## src/rtl/pal_pkg.sv

```systemverilog
// shared types and constants for the pi position actuator loop
`default_nettype none

package pal_pkg;

	localparam int PWM_LIMIT = 400;
	localparam int DEADBAND  = 2;

	// integral divisor: 16 for the q4.4 gain times 1000 for milliseconds
	localparam int INTEG_SCALE = 16000;

	// divide by 16000 as a shift by 7, then times ceil(2^22 / 125) and a shift by 22
	// exact for every magnitude below the clamp level
	localparam int INTEG_PRESHIFT = 7;
	localparam int INTEG_RECIP    = 33555;
	localparam int INTEG_SHIFT    = 22;
	localparam int INTEG_SAT      = (PWM_LIMIT + 1) * INTEG_SCALE;

	localparam int DIV_NUM_W = 18;
	localparam int DIV_DEN_W = 14;
	localparam int DIV_CNT_W = 6;
	localparam int MAP_STEPS = 18;

	localparam int CFG_IDX_W  = 4;
	localparam int CFG_DATA_W = 10;

	typedef enum logic [CFG_IDX_W-1:0] {
		REG_PROP_GAIN     = 4'd0,
		REG_INTEG_GAIN    = 4'd1,
		REG_ADC_LOW       = 4'd2,
		REG_ADC_HIGH      = 4'd3,
		REG_ANGLE_LOW     = 4'd4,
		REG_ANGLE_HIGH    = 4'd5,
		REG_FAULT_FLOOR   = 4'd6,
		REG_FAULT_CEILING = 4'd7
	} reg_idx_t;

	typedef struct packed {
		logic [7:0] prop_gain;
		logic [7:0] integ_gain;
		logic [9:0] adc_low_point;
		logic [9:0] adc_high_point;
		logic [7:0] angle_at_low_point;
		logic [7:0] angle_at_high_point;
		logic [9:0] fault_floor;
		logic [9:0] fault_ceiling;
	} cfg_t;

	typedef struct packed {
		logic                 start;
		logic [DIV_NUM_W-1:0] num;
		logic [DIV_DEN_W-1:0] den;
		logic [DIV_CNT_W-1:0] steps;
	} div_req_t;

	typedef struct packed {
		logic                 done;
		logic [DIV_NUM_W-1:0] quo;
	} div_rsp_t;

endpackage

`default_nettype wire

```

## src/rtl/pal_cfg.sv

```systemverilog
// configuration register file
`default_nettype none

module pal_cfg import pal_pkg::*; (
	input  wire logic                  clk,
	input  wire logic                  arst_n,
	input  wire logic                  cfg_valid,
	output logic                       cfg_ready,
	input  wire logic [CFG_IDX_W-1:0]  cfg_index,
	input  wire logic [CFG_DATA_W-1:0] cfg_data,
	output cfg_t                       cfg
);

	cfg_t cfg_q;

	assign cfg_ready = 1'b1;
	assign cfg       = cfg_q;

	always_ff @(posedge clk or negedge arst_n) begin
		if (!arst_n) begin
			cfg_q.prop_gain           <= 8'd24;
			cfg_q.integ_gain          <= 8'd48;
			cfg_q.adc_low_point       <= 10'd365;
			cfg_q.adc_high_point      <= 10'd796;
			cfg_q.angle_at_low_point  <= 8'hd9;
			cfg_q.angle_at_high_point <= 8'd55;
			cfg_q.fault_floor         <= 10'd0;
			cfg_q.fault_ceiling       <= 10'd1023;
		end else if (cfg_valid) begin
			unique case (cfg_index)
				REG_PROP_GAIN:     cfg_q.prop_gain           <= cfg_data[7:0];
				REG_INTEG_GAIN:    cfg_q.integ_gain          <= cfg_data[7:0];
				REG_ADC_LOW:       cfg_q.adc_low_point       <= cfg_data;
				REG_ADC_HIGH:      cfg_q.adc_high_point      <= cfg_data;
				REG_ANGLE_LOW:     cfg_q.angle_at_low_point  <= cfg_data[7:0];
				REG_ANGLE_HIGH:    cfg_q.angle_at_high_point <= cfg_data[7:0];
				REG_FAULT_FLOOR:   cfg_q.fault_floor         <= cfg_data;
				REG_FAULT_CEILING: cfg_q.fault_ceiling       <= cfg_data;
				default: begin
				end
			endcase
		end
	end

endmodule

`default_nettype wire

```

## src/rtl/pal_div.sv

```systemverilog
// unsigned restoring divider, one quotient bit per cycle
`default_nettype none

module pal_div import pal_pkg::*; (
	input  wire logic clk,
	input  wire logic arst_n,
	input  div_req_t  req,
	output div_rsp_t  rsp
);

	logic [DIV_NUM_W-1:0] num_q;
	logic [DIV_NUM_W-1:0] quo_q;
	logic [DIV_DEN_W-1:0] den_q;
	logic [DIV_DEN_W-1:0] rem_q;
	logic [DIV_CNT_W-1:0] cnt_q;
	logic                 run_q;
	logic                 done_q;

	logic [DIV_DEN_W:0] trial;
	logic [DIV_DEN_W:0] diff;
	logic               fits;

	assign trial = {rem_q, num_q[DIV_NUM_W-1]};
	assign diff  = trial - {1'b0, den_q};
	assign fits  = trial >= {1'b0, den_q};

	assign rsp.done = done_q;
	assign rsp.quo  = quo_q;

	always_ff @(posedge clk or negedge arst_n) begin
		if (!arst_n) begin
			run_q  <= 1'b0;
			done_q <= 1'b0;
			cnt_q  <= '0;
		end else if (req.start) begin
			run_q  <= 1'b1;
			done_q <= 1'b0;
			cnt_q  <= req.steps;
		end else if (run_q) begin
			cnt_q <= cnt_q - 1'b1;
			if (cnt_q == DIV_CNT_W'(1)) begin
				run_q  <= 1'b0;
				done_q <= 1'b1;
			end
		end
	end

	always_ff @(posedge clk) begin
		if (req.start) begin
			num_q <= req.num;
			den_q <= req.den;
			rem_q <= '0;
			quo_q <= '0;
		end else if (run_q) begin
			rem_q <= fits ? diff[DIV_DEN_W-1:0] : trial[DIV_DEN_W-1:0];
			num_q <= {num_q[DIV_NUM_W-2:0], 1'b0};
			quo_q <= {quo_q[DIV_NUM_W-2:0], fits};
		end
	end

endmodule

`default_nettype wire

```

## src/rtl/pi_position_actuator_loop.sv

```systemverilog
// pi position actuator loop: sequencer, shared multiplier and output register
//
// Usage:
//   Input channel (in_valid/in_ready) takes target_angle, sensor_sample and
//   elapsed_ms. Result channel (out_valid/out_ready) gives drive_level,
//   angle_error and sensor_fault, exactly one result per input transfer.
//   Config channel (cfg_valid/cfg_ready) writes register cfg_index with
//   cfg_data; it is always ready, and the user must write it only while the loop
//   is idle, which the block itself does not enforce.
// Sequence:
//   A faulted sample gives its result once the output register is free. A
//   normal item is scaled on the shared multiplier, divided on the serial
//   divider for the calibration, then takes its integral terms, integral
//   scaling included, and proportional term on the shared multiplier. With
//   equal calibration points the division is skipped; inputs are taken in idle.
// Reset and stall:
//   arst_n restores the register defaults and clears the integral term.
//   The result sits in an output register, so the next input is accepted
//   while it waits; a finished item stalls only if that register is full.
`default_nettype none

module pi_position_actuator_loop import pal_pkg::*; (
	input  wire logic                  clk,
	input  wire logic                  arst_n,
	input  wire logic                  in_valid,
	output logic                       in_ready,
	input  wire logic signed [7:0]     target_angle,
	input  wire logic [9:0]            sensor_sample,
	input  wire logic [15:0]           elapsed_ms,
	output logic                       out_valid,
	input  wire logic                  out_ready,
	output logic signed [9:0]          drive_level,
	output logic signed [10:0]         angle_error,
	output logic                       sensor_fault,
	input  wire logic                  cfg_valid,
	output logic                       cfg_ready,
	input  wire logic [CFG_IDX_W-1:0]  cfg_index,
	input  wire logic [CFG_DATA_W-1:0] cfg_data
);

	typedef enum logic [12:0] {
		S_IDLE   = 13'b0000000000001,
		S_CHECK  = 13'b0000000000010,
		S_MAPMUL = 13'b0000000000100,
		S_MAPST  = 13'b0000000001000,
		S_MAPWT  = 13'b0000000010000,
		S_ANGLE  = 13'b0000000100000,
		S_MUL1   = 13'b0000001000000,
		S_MUL2   = 13'b0000010000000,
		S_MUL3   = 13'b0000100000000,
		S_IST    = 13'b0001000000000,
		S_INTEG  = 13'b0010000000000,
		S_PROP   = 13'b0100000000000,
		S_FIN    = 13'b1000000000000
	} state_t;

	localparam logic signed [36:0] P_LIM = 37'(PWM_LIMIT);
	localparam logic signed [10:0] D_BAND = 11'(DEADBAND);

	cfg_t     cfg;
	div_req_t div_req;
	div_rsp_t div_rsp;

	state_t state_q;

	logic signed [7:0]  target_q;
	logic [9:0]         sample_q;
	logic [15:0]        ms_q;
	logic signed [36:0] p_q;
	logic signed [36:0] sum_q;
	logic signed [10:0] err_q;
	logic signed [9:0]  integ_q;
	logic               neg_q;
	logic               big_q;
	logic               map_zero_q;

	logic               out_valid_q;
	logic signed [9:0]  drive_q;
	logic signed [10:0] err_out_q;
	logic               fault_q;

	logic               can_load;
	logic               fault;
	logic signed [10:0] samp_diff;
	logic signed [8:0]  span;
	logic signed [10:0] cal_den;
	logic [10:0]        den_abs;
	logic [36:0]        p_abs;
	logic [36:0]        sum_abs;

	logic signed [19:0] mul_a;
	logic signed [16:0] mul_b;
	logic signed [36:0] mul_p;

	logic signed [18:0] map_q;
	logic signed [19:0] angle;
	logic signed [20:0] err_diff;
	logic signed [10:0] err_next;
	logic [9:0]         lim_mag;
	logic signed [9:0]  integ_next;
	logic signed [36:0] pi_full;
	logic signed [9:0]  pi_sat;
	logic signed [9:0]  drive_next;

	pal_cfg u_cfg (
		.clk       (clk),
		.arst_n    (arst_n),
		.cfg_valid (cfg_valid),
		.cfg_ready (cfg_ready),
		.cfg_index (cfg_index),
		.cfg_data  (cfg_data),
		.cfg       (cfg)
	);

	pal_div u_div (
		.clk    (clk),
		.arst_n (arst_n),
		.req    (div_req),
		.rsp    (div_rsp)
	);

	assign in_ready     = (state_q == S_IDLE);
	assign out_valid    = out_valid_q;
	assign drive_level  = drive_q;
	assign angle_error  = err_out_q;
	assign sensor_fault = fault_q;
	assign can_load     = !out_valid_q || out_ready;

	// calibration terms
	assign fault     = (sample_q < cfg.fault_floor) || (sample_q > cfg.fault_ceiling);
	assign samp_diff = $signed({1'b0, sample_q}) - $signed({1'b0, cfg.adc_low_point});
	assign span      = 9'($signed(cfg.angle_at_high_point))
		- 9'($signed(cfg.angle_at_low_point));
	assign cal_den   = $signed({1'b0, cfg.adc_high_point})
		- $signed({1'b0, cfg.adc_low_point});
	assign den_abs   = cal_den[10] ? 11'(-cal_den) : 11'(cal_den);
	assign p_abs     = p_q[36] ? 37'(-p_q) : 37'(p_q);
	assign sum_abs   = sum_q[36] ? 37'(-sum_q) : 37'(sum_q);

	// shared multiplier operand select
	always_comb begin
		mul_a = '0;
		mul_b = '0;
		unique case (state_q)
			S_MAPMUL: begin
				mul_a = 20'(samp_diff);
				mul_b = 17'(span);
			end
			S_MUL1: begin
				mul_a = 20'(err_q);
				mul_b = $signed({9'd0, cfg.integ_gain});
			end
			S_MUL2: begin
				mul_a = $signed(p_q[19:0]);
				mul_b = $signed({1'b0, ms_q});
			end
			S_MUL3: begin
				mul_a = 20'(integ_q);
				mul_b = 17'(INTEG_SCALE);
			end
			S_IST: begin
				mul_a = $signed({4'd0, sum_abs[INTEG_PRESHIFT+15:INTEG_PRESHIFT]});
				mul_b = 17'(INTEG_RECIP);
			end
			S_PROP: begin
				mul_a = 20'(err_q);
				mul_b = $signed({9'd0, cfg.prop_gain});
			end
			default: begin
			end
		endcase
	end

	assign mul_p = mul_a * mul_b;

	// divider requests
	always_comb begin
		div_req.start = 1'b0;
		div_req.num   = '0;
		div_req.den   = '0;
		div_req.steps = '0;
		unique case (state_q)
			S_MAPST: begin
				div_req.start = 1'b1;
				div_req.num   = p_abs[DIV_NUM_W-1:0];
				div_req.den   = DIV_DEN_W'(den_abs);
				div_req.steps = DIV_CNT_W'(MAP_STEPS);
			end
			default: begin
			end
		endcase
	end

	// angle and saturated error
	always_comb begin
		if (map_zero_q) begin
			map_q = '0;
		end else if (neg_q) begin
			map_q = -$signed({1'b0, div_rsp.quo[17:0]});
		end else begin
			map_q = $signed({1'b0, div_rsp.quo[17:0]});
		end
		angle    = 20'($signed(cfg.angle_at_low_point)) + 20'(map_q);
		err_diff = 21'(target_q) - 21'(angle);
		if (err_diff < -21'sd1024) begin
			err_next = -11'sd1024;
		end else if (err_diff > 21'sd1023) begin
			err_next = 11'sd1023;
		end else begin
			err_next = err_diff[10:0];
		end
	end

	// integral clamp on the quotient magnitude
	always_comb begin
		if (big_q) begin
			lim_mag = 10'(PWM_LIMIT);
		end else begin
			lim_mag = p_q[INTEG_SHIFT+9:INTEG_SHIFT];
		end
		integ_next = neg_q ? -$signed(lim_mag) : $signed(lim_mag);
	end

	// p plus i, truncated toward zero, clamped, negated, deadband
	always_comb begin
		pi_full = (p_q + (p_q[36] ? 37'sd15 : 37'sd0)) >>> 4;
		if (pi_full > P_LIM) begin
			pi_sat = 10'(PWM_LIMIT);
		end else if (pi_full < -P_LIM) begin
			pi_sat = -10'(PWM_LIMIT);
		end else begin
			pi_sat = pi_full[9:0];
		end
		if ((err_q > -D_BAND) && (err_q < D_BAND)) begin
			drive_next = '0;
		end else begin
			drive_next = -pi_sat;
		end
	end

	// sequencer
	always_ff @(posedge clk or negedge arst_n) begin
		if (!arst_n) begin
			state_q     <= S_IDLE;
			out_valid_q <= 1'b0;
			integ_q     <= '0;
		end else begin
			if (out_valid_q && out_ready) begin
				out_valid_q <= 1'b0;
			end
			unique case (state_q)
				S_IDLE: begin
					if (in_valid) begin
						state_q <= S_CHECK;
					end
				end
				S_CHECK: begin
					if (fault) begin
						if (can_load) begin
							out_valid_q <= 1'b1;
							state_q     <= S_IDLE;
						end
					end else if (cal_den == '0) begin
						state_q <= S_ANGLE;
					end else begin
						state_q <= S_MAPMUL;
					end
				end
				S_MAPMUL: state_q <= S_MAPST;
				S_MAPST:  state_q <= S_MAPWT;
				S_MAPWT: begin
					if (div_rsp.done) begin
						state_q <= S_ANGLE;
					end
				end
				S_ANGLE: state_q <= S_MUL1;
				S_MUL1:  state_q <= S_MUL2;
				S_MUL2:  state_q <= S_MUL3;
				S_MUL3:  state_q <= S_IST;
				S_IST:   state_q <= S_INTEG;
				S_INTEG: begin
					integ_q <= integ_next;
					state_q <= S_PROP;
				end
				S_PROP: state_q <= S_FIN;
				S_FIN: begin
					if (can_load) begin
						out_valid_q <= 1'b1;
						state_q     <= S_IDLE;
					end
				end
				default: state_q <= S_IDLE;
			endcase
		end
	end

	// datapath registers
	always_ff @(posedge clk) begin
		unique case (state_q)
			S_IDLE: begin
				if (in_valid) begin
					target_q <= target_angle;
					sample_q <= sensor_sample;
					ms_q     <= elapsed_ms;
				end
			end
			S_CHECK: begin
				map_zero_q <= (cal_den == '0);
				if (fault && can_load) begin
					drive_q   <= '0;
					err_out_q <= '0;
					fault_q   <= 1'b1;
				end
			end
			S_MAPMUL: p_q <= mul_p;
			S_MAPST:  neg_q <= p_q[36] ^ cal_den[10];
			S_ANGLE:  err_q <= err_next;
			S_MUL1:   p_q <= mul_p;
			S_MUL2:   p_q <= mul_p;
			S_MUL3:   sum_q <= p_q + mul_p;
			S_IST: begin
				neg_q <= sum_q[36];
				big_q <= (sum_abs >= 37'(INTEG_SAT));
				p_q   <= mul_p;
			end
			S_PROP:   p_q <= mul_p + (37'(integ_q) <<< 4);
			S_FIN: begin
				if (can_load) begin
					drive_q   <= drive_next;
					err_out_q <= err_q;
					fault_q   <= 1'b0;
				end
			end
			default: begin
			end
		endcase
	end

endmodule

`default_nettype wire
```

## config.mk

```make
export PLATFORM = sky130hd
export DESIGN_NAME = pi_position_actuator_loop
export DESIGN_NICKNAME = d
export VERILOG_FILES = /design/src/rtl/pal_pkg.sv /design/src/rtl/pal_cfg.sv /design/src/rtl/pal_div.sv /design/src/rtl/pi_position_actuator_loop.sv
export SDC_FILE = /design/constraint.sdc
export NUM_CORES = 2
export LEC_CHECK = 0
export ABC_CLOCK_PERIOD_IN_PS = 17150
export BUFFER_PORTS_ARGS = -buffer_cell sky130_fd_sc_hd__buf_2
export CAP_MARGIN = 20
export CORE_ASPECT_RATIO = 1.5
export CORE_UTILIZATION = 55
export DETAILED_ROUTE_END_ITERATION = 8
export GPL_ROUTABILITY_DRIVEN = 0
export PLACE_DENSITY = 0.71
export SYNTH_ARGS = -nofsm -noshare
export SYNTH_HDL_FRONTEND = slang
export SYNTH_SLANG_ARGS = --single-unit
export TNS_END_PERCENT = 1
```

## constraint.sdc

```tcl
create_clock -name clk -period 17.15 [get_ports clk]
set_input_delay 1.715 -clock clk [delete_from_list [all_inputs] [get_ports clk]]
set_output_delay 1.715 -clock clk [all_outputs]
set_load 0.05 [all_outputs]
```

==> flow_metrics.py <==
metrics = {
    "die": {
        "fp.dieH_um": 308,
        "design.portCount": 78,
        "die_area_mm2": 0.0635,
        "core_mm2": 0.0614,
        "initial_core_util_pct": 56.0,
        "rows": 111,
        "die-width_um": 206,
    },
    "timing": {
        "final_number_of_setup_violating_endpoints": 0,
        "setup_tns_ns": 0,
        "final-max-slew-violation-count": 0,
        "slew_headroom_pct": 25.5,
        "max_freq_ghz": 0.0828,
        "maximum_clock_skew_at_final_layout_ns": 0.0358,
        "grt_setup_unrepaired": "no",
        "worst_slew_pin_slew_ns": 1.11,
        "post-route-period-util_pct": 70.4,
        "hold_violations": 0,
        "fin_crit_ns": 12.07,
    },
    "pwr": {
        "vdd.ir_drop.worst_v": 0.0000790,
        "total_leakage_power_uw": 0.0168,
        "pwr_dens_mw_per_mm2": 85.3,
    },
    "finish": {
        "area_growth_syn_to_layout_pct": 7.15,
        "final_stage_net_count": 4418,
        "diodes": 0,
        "drive_above_1_share_pct": 9.00,
        "layout.cell_area.non_filler_mm2": 0.0368,
        "most_common_cell_after_layout_fill_and_taps_aside": "inv_1",
        "commonest_cells_after_routing_fill_and_taps_aside": "495 x inv_1, 390 x nand2_1, 366 x fa_1",
    },
    "yosys": {
        "yosys.cell_types.count": 95,
        "synth-seq-area-share_pct": 24.7,
        "synthDominantCellAreaShare_pct": 21.3,
        "synth_enable_flop_cells": 173,
        "synthTopCellsByArea": "fa_1 21%, edfxtp_1 15%, ha_1 9.1%",
        "async_flop_share_pct": 33.7,
        "synth_ff_type": "edfxtp_1",
        "yosysWarnings": 0,
        "netlist.top_cell.by_area": "fa_1",
        "syn_area_per_cell_um2": 9.23,
        "netlist_area_before_placement_mm2": 0.0344,
        "synth_cells": 3725,
        "mappedNetlistNets": 4394,
        "postSynthRegisterBits": 309,
    },
    "critical_path": {
        "slowest_delay_ns": 0.78,
        "critical-path-slowest-cell": "a2111o_1",
        "timing.critical_path.from_type": "register",
        "reg2reg_depth": 38,
        "critical_path_cell_count": 38,
        "cp_data_arrival_time_ns": 12.37,
        "category_of_the_most_critical_setup_path": "register to register",
        "endpoint_kind_of_the_worst_setup_timing_path": "register",
        "cp_top_family": "adder cells",
        "maximum_fanout_encountered_on_the_critical_timing_path": 21,
        "worst-path-buf-inv": 7,
        "cp.required_ns": 17.45,
        "rrSetupSlack_ns": 5.08,
        "timing.critical_path.from": "state_q[11]",
        "timing.rr.start": "state_q[11]",
    },
    "global_route": {
        "groute.layer.met3.usage_pct": 3.46,
        "number_of_global_route_vias_before_repair": 27500,
        "grt_busiest_layer": "met2",
        "global_route.usage.met2_pct": 54.2,
        "global_route_wire_length_before_repair_mm": 147,
        "global_route.usage.total_pct": 30.2,
        "met1_usage_pct": 32.9,
        "grt_antenna_before_repair": 0,
        "grt_start_max_net_pins": 63,
        "grt-ovfl-total": 0,
    },
    "cts": {
        "worst_setup_hold_path_clk_slew_ns": 0.06,
        "post_cts.resized_instances": 0,
        "cts-root-to-sink-buffers": 3,
        "postCtsSetupBuffers": 0,
        "htreeDepth": 2,
        "cts.hold.buffers_added": 0,
        "cts.root.buffer_cell": "clkbuf_16",
        "cts_tree": "yes",
        "tritoncts_num_sinks": 309,
        "clkLatencyLatePin_ns": 0.59,
        "tritoncts.num_buffers": 36,
    },
    "routing": {
        "route.detailed.vias_per_inst": 5.99,
        "firstDrtPassIters": 6,
        "drc_errors": 0,
        "detail-route-antenna-nets": 0,
        "detailroute.via_count": 27400,
        "postRouteWirelength_mm": 93.5,
        "number_of_drc_markers_after_the_initial_detailed_route_iteration": 1997,
        "route.detailed.wl_per_inst_um": 20.5,
    },
    "hold_path": {
        "worst_hold_path.num_cells": 2,
        "worst_hold_path_type": "register to register",
        "hold_path.startpoint": "u_div.rem_q[13]",
    },
    "placed_design": {
        "hpwl_mm": 74.7,
        "numPortBuffers": 76,
        "postPlaceCellArea_mm2": 0.0356,
    },
    "outcome": {
        "status": "finished clean",
    },
    "run": {
        "cap_viol_max_count": 0,
    },
}
==> per-stage QoR <==
stage / util [%] / setup slack [ns] / power (µW) / std cells / hold slack (ns)
finish: 60.0 / 5.08 / 3140 / 4568 / 0.491
global route: 60.0 / 4.50 / 3330 / 4568 / 0.520
CTS: 59.9 / 5.12 / 3140 / 4565 / 0.499
detailed placement: 58.0 / 5.37 / 2330 / 4499 / 0.490
global placement: 58.0 / 5.48 / 2310 / 4499 / 0.487
floorplan: - / 7.11 / 2000 / 3725 / 0.458
==> logic make-up after synthesis <==
| group | Yosys count | synth area share [%] |
|---|---|---|
| and+or+nand+nor | 1144 | 15.6 |
| AOI/OAI and AO/OA | 702 | 13.5 |
| buffers and inverters | 631 | 7.08 |
| adders and majority gates | 616 | 30.4 |
| DFF | 309 | 24.7 |
| xor gates and xnor gates | 229 | 5.83 |
| muxes | 93 | 2.92 |
| other | 1 | 0.0109 |
==> sequential cells by signal, summed over array words and instances (netlist names), 11 cells and up <==
signal / count
ms_q: 16
err_q: 11
u_div.rem_q: 14
p_q: 37
state_q: 13
sum_q: 37
u_cfg.cfg: 72
u_div.num_q: 18
u_div.quo_q: 18
u_div.den_q: 11
angle_error: 11
==> layer usage <==
layer	up-vias	wire length, µm
met1	13400	33200
met5	-	0
met3	351	4750
met4	0	7370
met2	975	48200
li1	12600	-
==> worst register-to-register path, delay by kind of cell, from the launching register on <==
kind | cells | cell delay (ns)
buf+inv | 7 | 1.21
flops | 1 | 0.46
fa+ha+maj | 8 | 4.06
simple gates | 10 | 2.09
compound gates | 10 | 3.33
mux | 1 | 0.22
xor+xnor | 2 | 0.41
==> Yosys cell counts (13+ instances only) <==
| cell type | count |
|---|---|
| a211oi_1 | 46 |
| a21boi_0 | 19 |
| a21o_1 | 57 |
| a21oi_1 | 151 |
| a221oi_1 | 13 |
| a31oi_1 | 20 |
| and2_1 | 28 |
| and3_1 | 15 |
| buf_2 | 27 |
| clkbuf_1 | 94 |
| dfrtp_1 | 68 |
| dfstp_2 | 36 |
| dfxtp_1 | 32 |
| edfxtp_1 | 173 |
| fa_1 | 366 |
| ha_1 | 250 |
| inv_1 | 495 |
| mux2_2 | 59 |
| mux2i_1 | 34 |
| nand2_1 | 390 |
| nand2b_1 | 43 |
| nand3_1 | 52 |
| nand4_1 | 25 |
| nor2_1 | 363 |
| nor2b_1 | 31 |
| nor3_1 | 46 |
| nor3b_1 | 21 |
| nor4_1 | 23 |
| o211ai_1 | 15 |
| o21a_1 | 26 |
| o21ai_0 | 192 |
| o21bai_1 | 19 |
| o31ai_1 | 20 |
| or2_2 | 16 |
| or3_1 | 34 |
| xnor2_1 | 129 |
| xor2_1 | 100 |
==> layout make-up <==
class | instances | area (µm²)
multi-input combinational | 2785 | 23500
inverter | 497 | 1870
sequential | 309 | 8480
clock inverter | 20 | 241
tap | 791 | 990
clock buffer | 46 | 978
timing repair buffer | 120 | 726
fill | 5373 | 24600
==> final timing paths <==
check / end
max in group asynchronous: u_cfg.cfg[19]
min in group asynchronous: u_div.run_q
max: p_q[36]
max reg2reg: p_q[36]
min: u_div.rem_q[13]
min reg2reg: u_div.rem_q[13]
==> report_power, final <==
| group | internal, µW | switching, µW | leakage [µW] | total [µW] |
|---|---|---|---|---|
| Sequential | 922 | 79.8 | 0.00306 | 1000 |
| Clock | 470 | 336 | 0.000599 | 806 |
| Combinational | 538 | 795 | 0.0132 | 1330 |
Note: power is estimated with default switching activity, not from simulation.
